### config.mk
export PLATFORM = sky130hd
export DESIGN_NAME = line_rasterizer_unit
export DESIGN_NICKNAME = d
export VERILOG_FILES = /design/src/lr_pkg.sv /design/src/lr_front.sv /design/src/lr_queue.sv /design/src/lr_back.sv /design/src/line_rasterizer_unit.sv
export SDC_FILE = /design/constraint.sdc
export NUM_CORES = 1
export LEC_CHECK = 0
export BUFFER_PORTS_ARGS = -buffer_cell sky130_fd_sc_hd__buf_2
export CAP_MARGIN = 10
export CORE_MARGIN = 4
export CORE_UTILIZATION = 55
export CTS_BUF_LIST = sky130_fd_sc_hd__clkbuf_4
export DETAILED_ROUTE_END_ITERATION = 10
export PLACE_DENSITY = 0.69
export SYNTH_ARGS = -nofsm -noshare
export SYNTH_HDL_FRONTEND = slang
export SYNTH_SLANG_ARGS = --single-unit
export TNS_END_PERCENT = 50
### constraint.sdc
create_clock -name clk -period 9 [get_ports clk]
set_input_delay 0.45 -clock clk [delete_from_list [all_inputs] [get_ports clk]]
set_output_delay 0.45 -clock clk [all_outputs]
set_load 0.005 [all_outputs]
### src/lr_pkg.sv
// ----------------------------------------------------------------------------
// Line rasteriser package
// Shared constants and command codes for the line rasteriser.
// ----------------------------------------------------------------------------
package lr_pkg;

	localparam int COORD_BITS_DEF  = 12;
	localparam int COLOR_BITS      = 32;
	localparam int QUEUE_DEPTH_DEF = 4;

	localparam logic CMD_START = 1'b0;
	localparam logic CMD_STEP  = 1'b1;

	localparam logic [1:0] DIR_NONE = 2'b00;
	localparam logic [1:0] DIR_UP   = 2'b01;
	localparam logic [1:0] DIR_DOWN = 2'b11;

	function automatic int entry_bits(input int coord_bits);
		return 5 * coord_bits + 6 + COLOR_BITS;
	endfunction

endpackage

### src/lr_front.sv
// ----------------------------------------------------------------------------
// Line rasteriser front end
// Takes commands, works out the set-up of a new line and registers the
// resulting work entry for the queue.
// ----------------------------------------------------------------------------
module lr_front #(
	parameter int COORD_BITS = lr_pkg::COORD_BITS_DEF,
	parameter int ENTRY_BITS = lr_pkg::entry_bits(lr_pkg::COORD_BITS_DEF)
) (
	input  logic                          clk,
	input  logic                          arst_n,
	input  logic                          in_valid,
	output logic                          in_stall,
	input  logic                          command,
	input  logic signed [COORD_BITS-1:0]  from_x,
	input  logic signed [COORD_BITS-1:0]  from_y,
	input  logic signed [COORD_BITS-1:0]  to_x,
	input  logic signed [COORD_BITS-1:0]  to_y,
	input  logic [lr_pkg::COLOR_BITS-1:0] line_color,
	output logic                          push,
	output logic [ENTRY_BITS-1:0]         push_data,
	input  logic                          q_full
);

	logic                         valid_s1;
	logic [ENTRY_BITS-1:0]        entry_s1;
	logic                         load;
	logic signed [COORD_BITS:0]   diff_x;
	logic signed [COORD_BITS:0]   diff_y;
	logic [COORD_BITS-1:0]        mag_x;
	logic [COORD_BITS-1:0]        mag_y;
	logic                         steep;
	logic signed [COORD_BITS-1:0] maj0;
	logic signed [COORD_BITS-1:0] maj1;
	logic signed [COORD_BITS-1:0] min0;
	logic signed [COORD_BITS-1:0] min1;
	logic signed [COORD_BITS-1:0] maj_lo;
	logic signed [COORD_BITS-1:0] maj_hi;
	logic signed [COORD_BITS-1:0] min_lo;
	logic signed [COORD_BITS-1:0] min_hi;
	logic [COORD_BITS-1:0]        dmaj;
	logic [COORD_BITS-1:0]        dmin;
	logic [1:0]                   dir;
	logic [COORD_BITS:0]          thr;
	logic [COORD_BITS:0]          inc;
	logic [ENTRY_BITS-1:0]        entry_d;

	assign in_stall  = valid_s1 & q_full;
	assign load      = ~in_stall;
	assign push      = valid_s1 & ~q_full;
	assign push_data = entry_s1;

	always_comb begin
		diff_x = {to_x[COORD_BITS-1], to_x} - {from_x[COORD_BITS-1], from_x};
		diff_y = {to_y[COORD_BITS-1], to_y} - {from_y[COORD_BITS-1], from_y};
		mag_x  = diff_x[COORD_BITS] ? COORD_BITS'(-diff_x) : diff_x[COORD_BITS-1:0];
		mag_y  = diff_y[COORD_BITS] ? COORD_BITS'(-diff_y) : diff_y[COORD_BITS-1:0];
		steep  = mag_y > mag_x;
		if (steep) begin
			maj0 = from_y;
			maj1 = to_y;
			min0 = from_x;
			min1 = to_x;
			dmaj = mag_y;
			dmin = mag_x;
		end else begin
			maj0 = from_x;
			maj1 = to_x;
			min0 = from_y;
			min1 = to_y;
			dmaj = mag_x;
			dmin = mag_y;
		end
		if (maj0 > maj1) begin
			maj_lo = maj1;
			maj_hi = maj0;
			min_lo = min1;
			min_hi = min0;
		end else begin
			maj_lo = maj0;
			maj_hi = maj1;
			min_lo = min0;
			min_hi = min1;
		end
		if (min_hi > min_lo) begin
			dir = lr_pkg::DIR_UP;
		end else if (min_hi < min_lo) begin
			dir = lr_pkg::DIR_DOWN;
		end else begin
			dir = lr_pkg::DIR_NONE;
		end
		thr = {1'b0, dmaj} + (COORD_BITS+1)'(1);
		inc = {1'b0, dmin} + (COORD_BITS+1)'(1);
		entry_d = {command, steep, maj_lo, maj_hi, min_lo, dir, thr, inc, line_color};
	end

	always_ff @(posedge clk or negedge arst_n) begin
		if (!arst_n) begin
			valid_s1 <= 1'b0;
		end else if (load) begin
			valid_s1 <= in_valid;
		end
	end

	always_ff @(posedge clk) begin
		if (load && in_valid) begin
			entry_s1 <= entry_d;
		end
	end

endmodule

### src/lr_queue.sv
// ----------------------------------------------------------------------------
// Line rasteriser work queue
// Short first-in first-out queue between the front end and the stepper. The
// oldest entry is held in a register of its own and refilled from the array.
// ----------------------------------------------------------------------------
module lr_queue #(
	parameter int WIDTH = lr_pkg::entry_bits(lr_pkg::COORD_BITS_DEF),
	parameter int DEPTH = lr_pkg::QUEUE_DEPTH_DEF
) (
	input  logic             clk,
	input  logic             arst_n,
	input  logic             push,
	input  logic [WIDTH-1:0] push_data,
	output logic             full,
	input  logic             pop,
	output logic             head_valid,
	output logic [WIDTH-1:0] head_data
);

	localparam int PTR_BITS = (DEPTH > 1) ? $clog2(DEPTH) : 1;
	localparam int CNT_BITS = $clog2(DEPTH + 1);

	logic [WIDTH-1:0]    mem_q [DEPTH];
	logic [PTR_BITS-1:0] wr_ptr_q;
	logic [PTR_BITS-1:0] rd_ptr_q;
	logic [CNT_BITS-1:0] count_q;
	logic                head_valid_q;
	logic [WIDTH-1:0]    head_q;
	logic                do_pop;
	logic                mem_empty;
	logic                to_head;
	logic                mem_wr;
	logic                mem_rd;

	assign full       = count_q == CNT_BITS'(DEPTH);
	assign head_valid = head_valid_q;
	assign head_data  = head_q;
	assign do_pop     = pop & head_valid_q;
	assign mem_empty  = count_q <= CNT_BITS'(1);
	assign to_head    = push & (~head_valid_q | (do_pop & mem_empty));
	assign mem_wr     = push & ~to_head;
	assign mem_rd     = do_pop & ~mem_empty;

	always_ff @(posedge clk or negedge arst_n) begin
		if (!arst_n) begin
			wr_ptr_q     <= '0;
			rd_ptr_q     <= '0;
			count_q      <= '0;
			head_valid_q <= 1'b0;
		end else begin
			if (mem_wr) begin
				wr_ptr_q <= (wr_ptr_q == PTR_BITS'(DEPTH - 1)) ? '0 : wr_ptr_q + 1'b1;
			end
			if (mem_rd) begin
				rd_ptr_q <= (rd_ptr_q == PTR_BITS'(DEPTH - 1)) ? '0 : rd_ptr_q + 1'b1;
			end
			if (to_head || mem_rd) begin
				head_valid_q <= 1'b1;
			end else if (do_pop) begin
				head_valid_q <= 1'b0;
			end
			if (push && !do_pop) begin
				count_q <= count_q + 1'b1;
			end else if (do_pop && !push) begin
				count_q <= count_q - 1'b1;
			end
		end
	end

	always_ff @(posedge clk) begin
		if (mem_wr) begin
			mem_q[wr_ptr_q] <= push_data;
		end
		if (to_head) begin
			head_q <= push_data;
		end else if (mem_rd) begin
			head_q <= mem_q[rd_ptr_q];
		end
	end

endmodule

### src/lr_back.sv
// ----------------------------------------------------------------------------
// Line rasteriser stepper
// Holds the line being drawn, runs the error term and registers one pixel
// per step.
// ----------------------------------------------------------------------------
module lr_back #(
	parameter int COORD_BITS = lr_pkg::COORD_BITS_DEF,
	parameter int ENTRY_BITS = lr_pkg::entry_bits(lr_pkg::COORD_BITS_DEF)
) (
	input  logic                          clk,
	input  logic                          arst_n,
	input  logic                          head_valid,
	input  logic [ENTRY_BITS-1:0]         head_data,
	output logic                          pop,
	output logic                          out_valid,
	input  logic                          out_stall,
	output logic signed [COORD_BITS-1:0]  pixel_x,
	output logic signed [COORD_BITS-1:0]  pixel_y,
	output logic [lr_pkg::COLOR_BITS-1:0] pixel_color,
	output logic                          last_pixel
);

	logic                          e_cmd;
	logic                          e_steep;
	logic signed [COORD_BITS-1:0]  e_maj_lo;
	logic signed [COORD_BITS-1:0]  e_maj_hi;
	logic signed [COORD_BITS-1:0]  e_min_lo;
	logic [1:0]                    e_dir;
	logic [COORD_BITS:0]           e_thr;
	logic [COORD_BITS:0]           e_inc;
	logic [lr_pkg::COLOR_BITS-1:0] e_color;

	logic                          busy_q;
	logic                          steep_q;
	logic signed [COORD_BITS-1:0]  major_pos_q;
	logic signed [COORD_BITS-1:0]  minor_pos_q;
	logic signed [COORD_BITS-1:0]  major_end_q;
	logic [1:0]                    minor_dir_q;
	logic [COORD_BITS+1:0]         err_q;
	logic [COORD_BITS:0]           thr_q;
	logic [COORD_BITS:0]           inc_q;
	logic [lr_pkg::COLOR_BITS-1:0] color_q;

	logic                          out_valid_q;
	logic signed [COORD_BITS-1:0]  pixel_x_q;
	logic signed [COORD_BITS-1:0]  pixel_y_q;
	logic [lr_pkg::COLOR_BITS-1:0] pixel_color_q;
	logic                          last_pixel_q;

	logic                          out_free;
	logic                          is_start;
	logic                          emit;
	logic                          last;
	logic [COORD_BITS+1:0]         err_sum;
	logic                          wrap;

	assign {e_cmd, e_steep, e_maj_lo, e_maj_hi, e_min_lo, e_dir, e_thr, e_inc, e_color} =
		head_data;

	assign out_free = ~out_valid_q | ~out_stall;
	assign is_start = e_cmd == lr_pkg::CMD_START;
	assign pop      = head_valid & (is_start | ~busy_q | out_free);
	assign emit     = head_valid & ~is_start & busy_q & out_free;
	assign last     = major_pos_q >= major_end_q;
	assign err_sum  = err_q + {1'b0, inc_q};
	assign wrap     = err_sum >= {1'b0, thr_q};

	assign out_valid   = out_valid_q;
	assign pixel_x     = pixel_x_q;
	assign pixel_y     = pixel_y_q;
	assign pixel_color = pixel_color_q;
	assign last_pixel  = last_pixel_q;

	always_ff @(posedge clk or negedge arst_n) begin
		if (!arst_n) begin
			busy_q      <= 1'b0;
			out_valid_q <= 1'b0;
		end else begin
			if (pop && is_start) begin
				busy_q <= 1'b1;
			end else if (emit && last) begin
				busy_q <= 1'b0;
			end
			if (emit) begin
				out_valid_q <= 1'b1;
			end else if (!out_stall) begin
				out_valid_q <= 1'b0;
			end
		end
	end

	always_ff @(posedge clk) begin
		if (pop && is_start) begin
			steep_q     <= e_steep;
			major_pos_q <= e_maj_lo;
			major_end_q <= e_maj_hi;
			minor_pos_q <= e_min_lo;
			minor_dir_q <= e_dir;
			thr_q       <= e_thr;
			inc_q       <= e_inc;
			err_q       <= {2'b00, e_inc[COORD_BITS:1]};
			color_q     <= e_color;
		end else if (emit && !last) begin
			major_pos_q <= major_pos_q + COORD_BITS'(1);
			if (wrap) begin
				minor_pos_q <= minor_pos_q + {{(COORD_BITS-2){minor_dir_q[1]}}, minor_dir_q};
				err_q       <= err_sum - {1'b0, thr_q};
			end else begin
				err_q <= err_sum;
			end
		end
	end

	always_ff @(posedge clk) begin
		if (emit) begin
			pixel_x_q     <= steep_q ? minor_pos_q : major_pos_q;
			pixel_y_q     <= steep_q ? major_pos_q : minor_pos_q;
			pixel_color_q <= color_q;
			last_pixel_q  <= last;
		end
	end

endmodule

### src/line_rasterizer_unit.sv
// ----------------------------------------------------------------------------
// Line rasteriser
// Draws a straight segment between two signed endpoints, one pixel per step.
// ----------------------------------------------------------------------------
// A start command latches both endpoints and the colour; each following step
// command gives the next pixel of the line, both ends included, with the final
// pixel flagged. Start commands give no pixel, and a step with no line in
// progress is dropped. The block sustains one command per clock cycle, so one
// pixel per cycle while steps arrive back to back and out_stall is low; that
// figure is set by the stepper, which advances the error term once per cycle. A
// step's pixel passes through the front end's entry register, the queue and
// the stepper's pixel registers, and a queue of QUEUE_DEPTH entries lets the
// command side keep transferring while the pixel side stalls.
module line_rasterizer_unit #(
	parameter int COORD_BITS  = lr_pkg::COORD_BITS_DEF,
	parameter int QUEUE_DEPTH = lr_pkg::QUEUE_DEPTH_DEF
) (
	input  logic                          clk,
	input  logic                          arst_n,
	input  logic                          in_valid,
	output logic                          in_stall,
	input  logic                          command,
	input  logic signed [COORD_BITS-1:0]  from_x,
	input  logic signed [COORD_BITS-1:0]  from_y,
	input  logic signed [COORD_BITS-1:0]  to_x,
	input  logic signed [COORD_BITS-1:0]  to_y,
	input  logic [lr_pkg::COLOR_BITS-1:0] line_color,
	output logic                          out_valid,
	input  logic                          out_stall,
	output logic signed [COORD_BITS-1:0]  pixel_x,
	output logic signed [COORD_BITS-1:0]  pixel_y,
	output logic [lr_pkg::COLOR_BITS-1:0] pixel_color,
	output logic                          last_pixel
);

	localparam int ENTRY_BITS = lr_pkg::entry_bits(COORD_BITS);

	logic                  push;
	logic [ENTRY_BITS-1:0] push_data;
	logic                  q_full;
	logic                  pop;
	logic                  head_valid;
	logic [ENTRY_BITS-1:0] head_data;

	lr_front #(
		.COORD_BITS(COORD_BITS),
		.ENTRY_BITS(ENTRY_BITS)
	) u_front (
		.clk       (clk),
		.arst_n    (arst_n),
		.in_valid  (in_valid),
		.in_stall  (in_stall),
		.command   (command),
		.from_x    (from_x),
		.from_y    (from_y),
		.to_x      (to_x),
		.to_y      (to_y),
		.line_color(line_color),
		.push      (push),
		.push_data (push_data),
		.q_full    (q_full)
	);

	lr_queue #(
		.WIDTH(ENTRY_BITS),
		.DEPTH(QUEUE_DEPTH)
	) u_queue (
		.clk       (clk),
		.arst_n    (arst_n),
		.push      (push),
		.push_data (push_data),
		.full      (q_full),
		.pop       (pop),
		.head_valid(head_valid),
		.head_data (head_data)
	);

	lr_back #(
		.COORD_BITS(COORD_BITS),
		.ENTRY_BITS(ENTRY_BITS)
	) u_back (
		.clk        (clk),
		.arst_n     (arst_n),
		.head_valid (head_valid),
		.head_data  (head_data),
		.pop        (pop),
		.out_valid  (out_valid),
		.out_stall  (out_stall),
		.pixel_x    (pixel_x),
		.pixel_y    (pixel_y),
		.pixel_color(pixel_color),
		.last_pixel (last_pixel)
	);

endmodule
; ---- After elaboration in Yosys (flattened, before gate mapping)
; Memory sizes are Yosys's and may differ from the RTL's.
; Cells that the tools add are included.
[totals]
memories = 1
reg_bits = 375
mem_bits_rw = 392
elab_cells = 128
in_bits = 85
[mem_list]
columns = memory, words, width, rd, rd_clocked_by_memory_dff, wr, line_no
row1 = u_queue.mem_q, 4, 98, 1, 0, 1, lr_queue.sv:23  ; logic [WIDTH-1:0] mem_q [DEPTH];
[classes]
muxes = 37
n_bitwise = 24
n_reduce_logical = 17
n_lt_le_gt_ge = 7
n_eq_ne = 4
n_addsub = 14
[op_table]
columns = operator, n
row1 = $mux 12, 21
row2 = $mux 98, 2
row3 = $gt 12x12->1, 3
row4 = $add 12x1->13 const B, 2
row5 = $sub 12x12->13, 2
row6 = $neg 12->12, 2
row7 = $add 14x13->14, 1
row8 = $ge 14x13->1, 1
row9 = $mux 14, 1
row10 = $sub 14x13->14, 1
row11 = $add 12x12->12, 1
row12 = $add 12x2->12 const B, 1
row13 = $ge 12x12->1, 1
row14 = $lt 12x12->1, 1
row15 = $reduce_bool 2->1, 6
row16 = $and 1x1->1, 11
row17 = $not 1->1, 9
row18 = $mux 1, 8
row19 = $logic_and 1x1->1, 6
row20 = $mux 2, 3
row21 = $mux 3, 2
row22 = $add 2x1->2 const B, 2
row23 = $eq 2x2->1 const B, 2
row24 = $or 1x1->1, 4
row25 = 8 further kinds, 10

; ---- Longest topological paths before layout
[logic_depth]
ltp_word = 12
ltp_mapped = 47

; ---- By module
; From an unflattened synthesis, not the netlist that was laid out.
[unflattened]
hier_cells = 2090
hier_area_um2 = 34763.3
[by_module_without_submodules]
columns = module, area_each_um2, n_inst, seq_area_each_um2, cells_each
row1 = lr_queue, 18935.7, 1, 14914.3, 771
row2 = lr_back, 8051.5, 1, 5074.9, 600
row3 = lr_front, 7776.2, 1, 2967.8, 719

; ---- Least setup slack after synthesis
; No wires, ideal clock.
[synth_timing]
path_type = input port to flip-flop
start = input port to_x[0]
end = register u_front.entry_s1[58] (netlist: u_front.push_data[58]) (data pin)
n_path_buf = 4
stages = 43
slack_ns = 0.187
arrival_time_ns = 8.542
cell_sequence = inv_1 -> ha_1 -> fa_1 -> nand2b_2 -> a21oi_1 -> mux2i_1 -> or2_1 -> nor4_4 -> a31oi_1 -> a21oi_2 -> xor2_1 -> inv_1 -> ha_1 -> a21oi_1 -> o21ai_0 -> a2111o_1 -> o21ai_1 -> inv_2 -> [... 7 more ...] -> o21ai_0 -> nand2b_1 -> a21oi_1 -> nor2b_1 -> o21ai_0 -> a211o_1 -> o211ai_1 -> clkbuf_1 -> clkbuf_1 -> mux2i_1 -> ha_1 -> nor2b_1 -> o21a_1 -> o21ai_0 -> nand2b_1 -> a21oi_1 -> o21ai_0 -> or4_1
[synth_between]
elab_chain_cells = 9
word_cells_on_any_way = 14
cone_classes = add/sub: 2 / order compare: 4 / mux: 8
[synth_rtl]
columns = element, line_no
row1 = from (decl), line_rasterizer_unit.sv:25  ; input logic signed [COORD_BITS-1:0] to_x,
row2 = $sub 12x12->13, lr_front.sv:54  ; diff_x = {to_x[COORD_BITS-1], to_x} - {from_x[COORD_BITS-1], from_x};
row3 = $neg 12->12, lr_front.sv:56  ; mag_x = diff_x[COORD_BITS] ? COORD_BITS'(-diff_x) : diff_x[COORD_BITS-1:0];
row4 = $mux 12, lr_front.sv:56
row5 = $gt 12x12->1, lr_front.sv:58  ; steep = mag_y > mag_x;
row6 = $mux 12, lr_front.sv:59  ; if (steep) begin
row7 = $gt 12x12->1, lr_front.sv:74  ; if (maj0 > maj1) begin
row8 = $mux 12, lr_front.sv:74
row9 = $lt 12x12->1, lr_front.sv:87  ; end else if (min_hi < min_lo) begin
row10 = $mux 2, lr_front.sv:87
row11 = to (signal assigned), lr_front.sv:107  ; entry_s1 <= entry_d;
row12 = to (decl), lr_front.sv:26  ; logic [ENTRY_BITS-1:0] entry_s1;
; Several ways; a longest one is shown, not always the timed one.
; A chain may end at the register's enable or synchronous reset.

; ---- Worst setup path in the final report
; Same ends and word-level chain as after synthesis.

==> results by group <==
Finish
  • Finished Layout Cells: 3498
  • Final core occ: a little under two thirds
  • # nets final: 2741
  • FF/Latch Area: 0.0230 mm²
  • Layout cells sized above 1: between 20% and 30%
  • Area of the multi-input gates: 0.0112 mm²
  • Area Growth Syn to Fin: 13.8%
  • Fill count: 4617

Global route
  • Antenna violations before repair: 2
  • Largest net degree at the start of global routing: 67
  • First-pass GRT wire length: roughly 120 mm
  • GRT Util Overall: 22.5%
  • Vias in the first global route: a little over 20000
  • Grt total ovfl: 0

Critical path
  • Most common cell on crit path: ha_1
  • Max incr delay on CP: between 0.5 and 0.6 ns
  • Setup crit start kind: primary input
  • CP Launch Point: to_x[0]
  • Reg-to-Reg Start: u_back.inc_q[1]
  • CP Max Fanout: 22
  • WP data arrival: approximately 9.3 ns
  • Worst EP required: 9.72 ns
  • FF-to-FF setup slack: 3.67 ns
  • Critical path class: in2reg
  • Critical Path End Type: flip-flop
  • Slowest cell on crit path: dlygate4sd3_1
  • Reg2Reg Capture Point: u_back.minor_pos_q[4]
  • R2R depth: 17

STA
  • Unrepaired setup endpoints after global routing: false
  • Worst slew margin: 29.5%
  • Worst Max-Slew Pin Slew: 1.06 ns
  • Clk_skew: 0.0763 ns
  • Period utilization: 95.0%
  • Fin. max-slew vios: 0
  • Final Setup Violations: 0
  • Setup_tns: 0 ns
  • Final WS setup: 0.446 ns
  • Tmin final: ~8.6 ns
  • Final hold violations: 0
  • Fmax: approximately 0.12 GHz

Hold path
  • Hold Path End: u_front.push_data[66]
  • Hold path startpoint: from_x[6]
  • Worst Hold Path Cells: 3
  • HP Class: in2reg

Synth
  • Yosys top cell by area: edfxtp_1
  • Synth area leaders: edfxtp_1 65%, mux4_2 6.3%, ha_1 4.5%, mux2_2 4.4%, mux2i_1 2.8%
  • Top cells by count, synth: 754 x edfxtp_1, 135 x mux2_2, 124 x ha_1
  • Synth Flop Type: edfxtp_1
  • Post-Synthesis Cell Area: about 0.035 mm²
  • Async S/R FF share, synth: 1.43%
  • #FFs+latches synth: 767
  • YS warnings: 0
  • Mapped Cells: 2178
  • Synth unique cells: 90
  • Yosys top cell area share: between 60% and 70%
  • Syn avg cell area: 16.0 µm²
  • Seq/Total Area, Yosys: roughly two thirds
  • Top-count cell post-synth: edfxtp_1
  • EDFF count, synth: 754
  • Syn Nets: 2392

Die
  • Boundary Pins: 144
  • Die height: between 200 and 300 µm
  • Die X: 259 µm
  • Placeable Area: 0.0622 mm²
  • Num rows: a little over 90
  • Die area: 0.0673 mm²
  • Initial Util: 55.9%

CTS
  • CTS max path bufs: 3
  • CTS buffer count: 185
  • CTS resizes: 0
  • TritonCTS clock tree: built
  • Skew-Pair Late Insertion Delay: 0.99 ns
  • Root Driver: clkbuf_4
  • Reg clk slew, reported paths: 0.07 ns
  • Clock sinks: 767
  • H-tree depth: 4

Outcome
  • Status: completed

Detailed routing
  • Routed vias: 19800
  • Antenna-violating nets left: 0
  • Vias/cell: between 5 and 6
  • DRT Wirelength: 74.3 mm
  • DRC Markers: 0
  • WL/cell: 21.2 µm
  • Iter 0 DRT Violations: 1185
  • First drt pass iteration count: 5

Placement
  • IO Port Bufs: 143
  • Placed Cells incl. Taps: 3115
  • DP Worst Slack: 0.109 ns
  • DP Wirelength: 47.6 mm
  • Placer Congestion: 0.905

Run
  • Max-cap viol count: 0
[flip-flops by register name (all words and copies together), names as in the netlist, 2 cells and up]
| register | flops |
|---|---|
| u_queue.mem_q | 392 |
| u_front.push_data | 98 |
| u_queue.head_data | 98 |
| u_back.color_q | 32 |
| u_back.pixel_color | 32 |
| u_back.err_q | 14 |
| u_back.inc_q | 13 |
| u_back.thr_q | 13 |
| u_back.major_end_q | 12 |
| u_back.major_pos_q | 12 |
| u_back.minor_pos_q | 12 |
| u_back.pixel_x | 12 |
| u_back.pixel_y | 12 |
| u_queue.count_q | 3 |
| u_back.minor_dir_q | 2 |
| u_queue.rd_ptr_q | 2 |
| u_queue.wr_ptr_q | 2 |
[cell type report]
class / count / area share (%)
Clock buffer: 266 / 5.05
Sequential cell: 767 / 58.0
Clock inverter: 54 / 0.927
Inverter: 103 / 0.983
Tap cell: 837 / 2.65
Timing Repair Buffer: 243 / 4.16
Antenna cell: 1 / 0.00632
Multi-Input combinational cell: 1227 / 28.2
[layer usage]
layer	vias up	share of wire (%)	routed length, µm	track usage (%)
li1	9319	-	-	-
met1	9834	44	33000	30.6
met5	-	0	0	0
met4	0	2.2	1630	7.75
met2	556	48	35800	36.6
met3	102	5.2	3860	4.61
[metrics by stage]
step / area [µm²] / hold slack, ns
4_1_cts: 39600 / 0.00489
6_report: 39600 / 0.0990
3_3_place_gp: 36600 / 0.333
3_5_place_dp: 36600 / 0.344
2_1_floorplan: 34800 / 0.154
5_1_grt: 39600 / 0.0336
[worst max-delay path by stage]
stage | endpoint | slack, ns | cells after the start
finish | u_front.push_data[58] | 0.45 | 39
floorplan | u_front.push_data[58] | 0.19 | 43
global route | u_front.push_data[58] | 0.03 | 41
CTS | u_front.push_data[58] | 0.69 | 39
detailed placement | u_front.push_data[58] | 0.11 | 38
global placement | u_front.push_data[58] | 0.28 | 38
[placed cells by master, fill, tap and decap left out, types with 6 or more instances in the layout]
master,n
inv_6,7
a21oi_1,97
buf_2,143
edfxtp_1,754
clkinv_2,7
nand4_1,21
nor4_1,6
dlygate4sd3_1,62
buf_4,36
nand2b_1,20
o21ai_1,11
dfrtp_1,9
o31ai_1,10
o21a_1,11
a21o_1,19
mux2i_1,98
nand2_1,82
o21ai_0,59
nor3_1,27
a31oi_1,10
mux2_2,135
o31a_1,8
clkinv_1,32
xnor2_1,56
inv_1,101
mux4_2,98
nor2b_1,20
a21boi_0,7
clkbuf_4,266
xor2_1,36
ha_1,124
and3_1,6
o211ai_1,14
nor2_1,98
nand3_1,30
[critical path: cells and delay by family]
| family | cells | cell delay (ns) |
|---|---|---|
| compound gates | 14 | 2.75 |
| xor+xnor | 1 | 0.23 |
| fa+ha+maj | 5 | 1.62 |
| buf+inv | 8 | 1.67 |
| mux | 3 | 0.76 |
| simple gates | 8 | 1.75 |
[what timing repair did]
item,4_1_cts,5_1_grt
buffers inserted,0,0
hold buffers,62,0
setup endpoints to repair,0,0
hold endpoints to repair,65,0
[logic make-up (layout without fill, tap and decap cells)]
logic type | count (synthesis) | count (layout) | synth area share, %
other cells | 0 | 1 | 0
compound gates | 308 | 308 | 5.91
xor+xnor | 95 | 95 | 2.46
flops | 767 | 767 | 66.0
mux | 331 | 331 | 13.5
fa+ha+maj | 129 | 129 | 4.75
simple gates | 364 | 364 | 5.27
buf+inv | 184 | 666 | 2.07
Power is not shown: default switching activity piles up to over one toggle a cycle in this logic, so the estimate is an artifact.
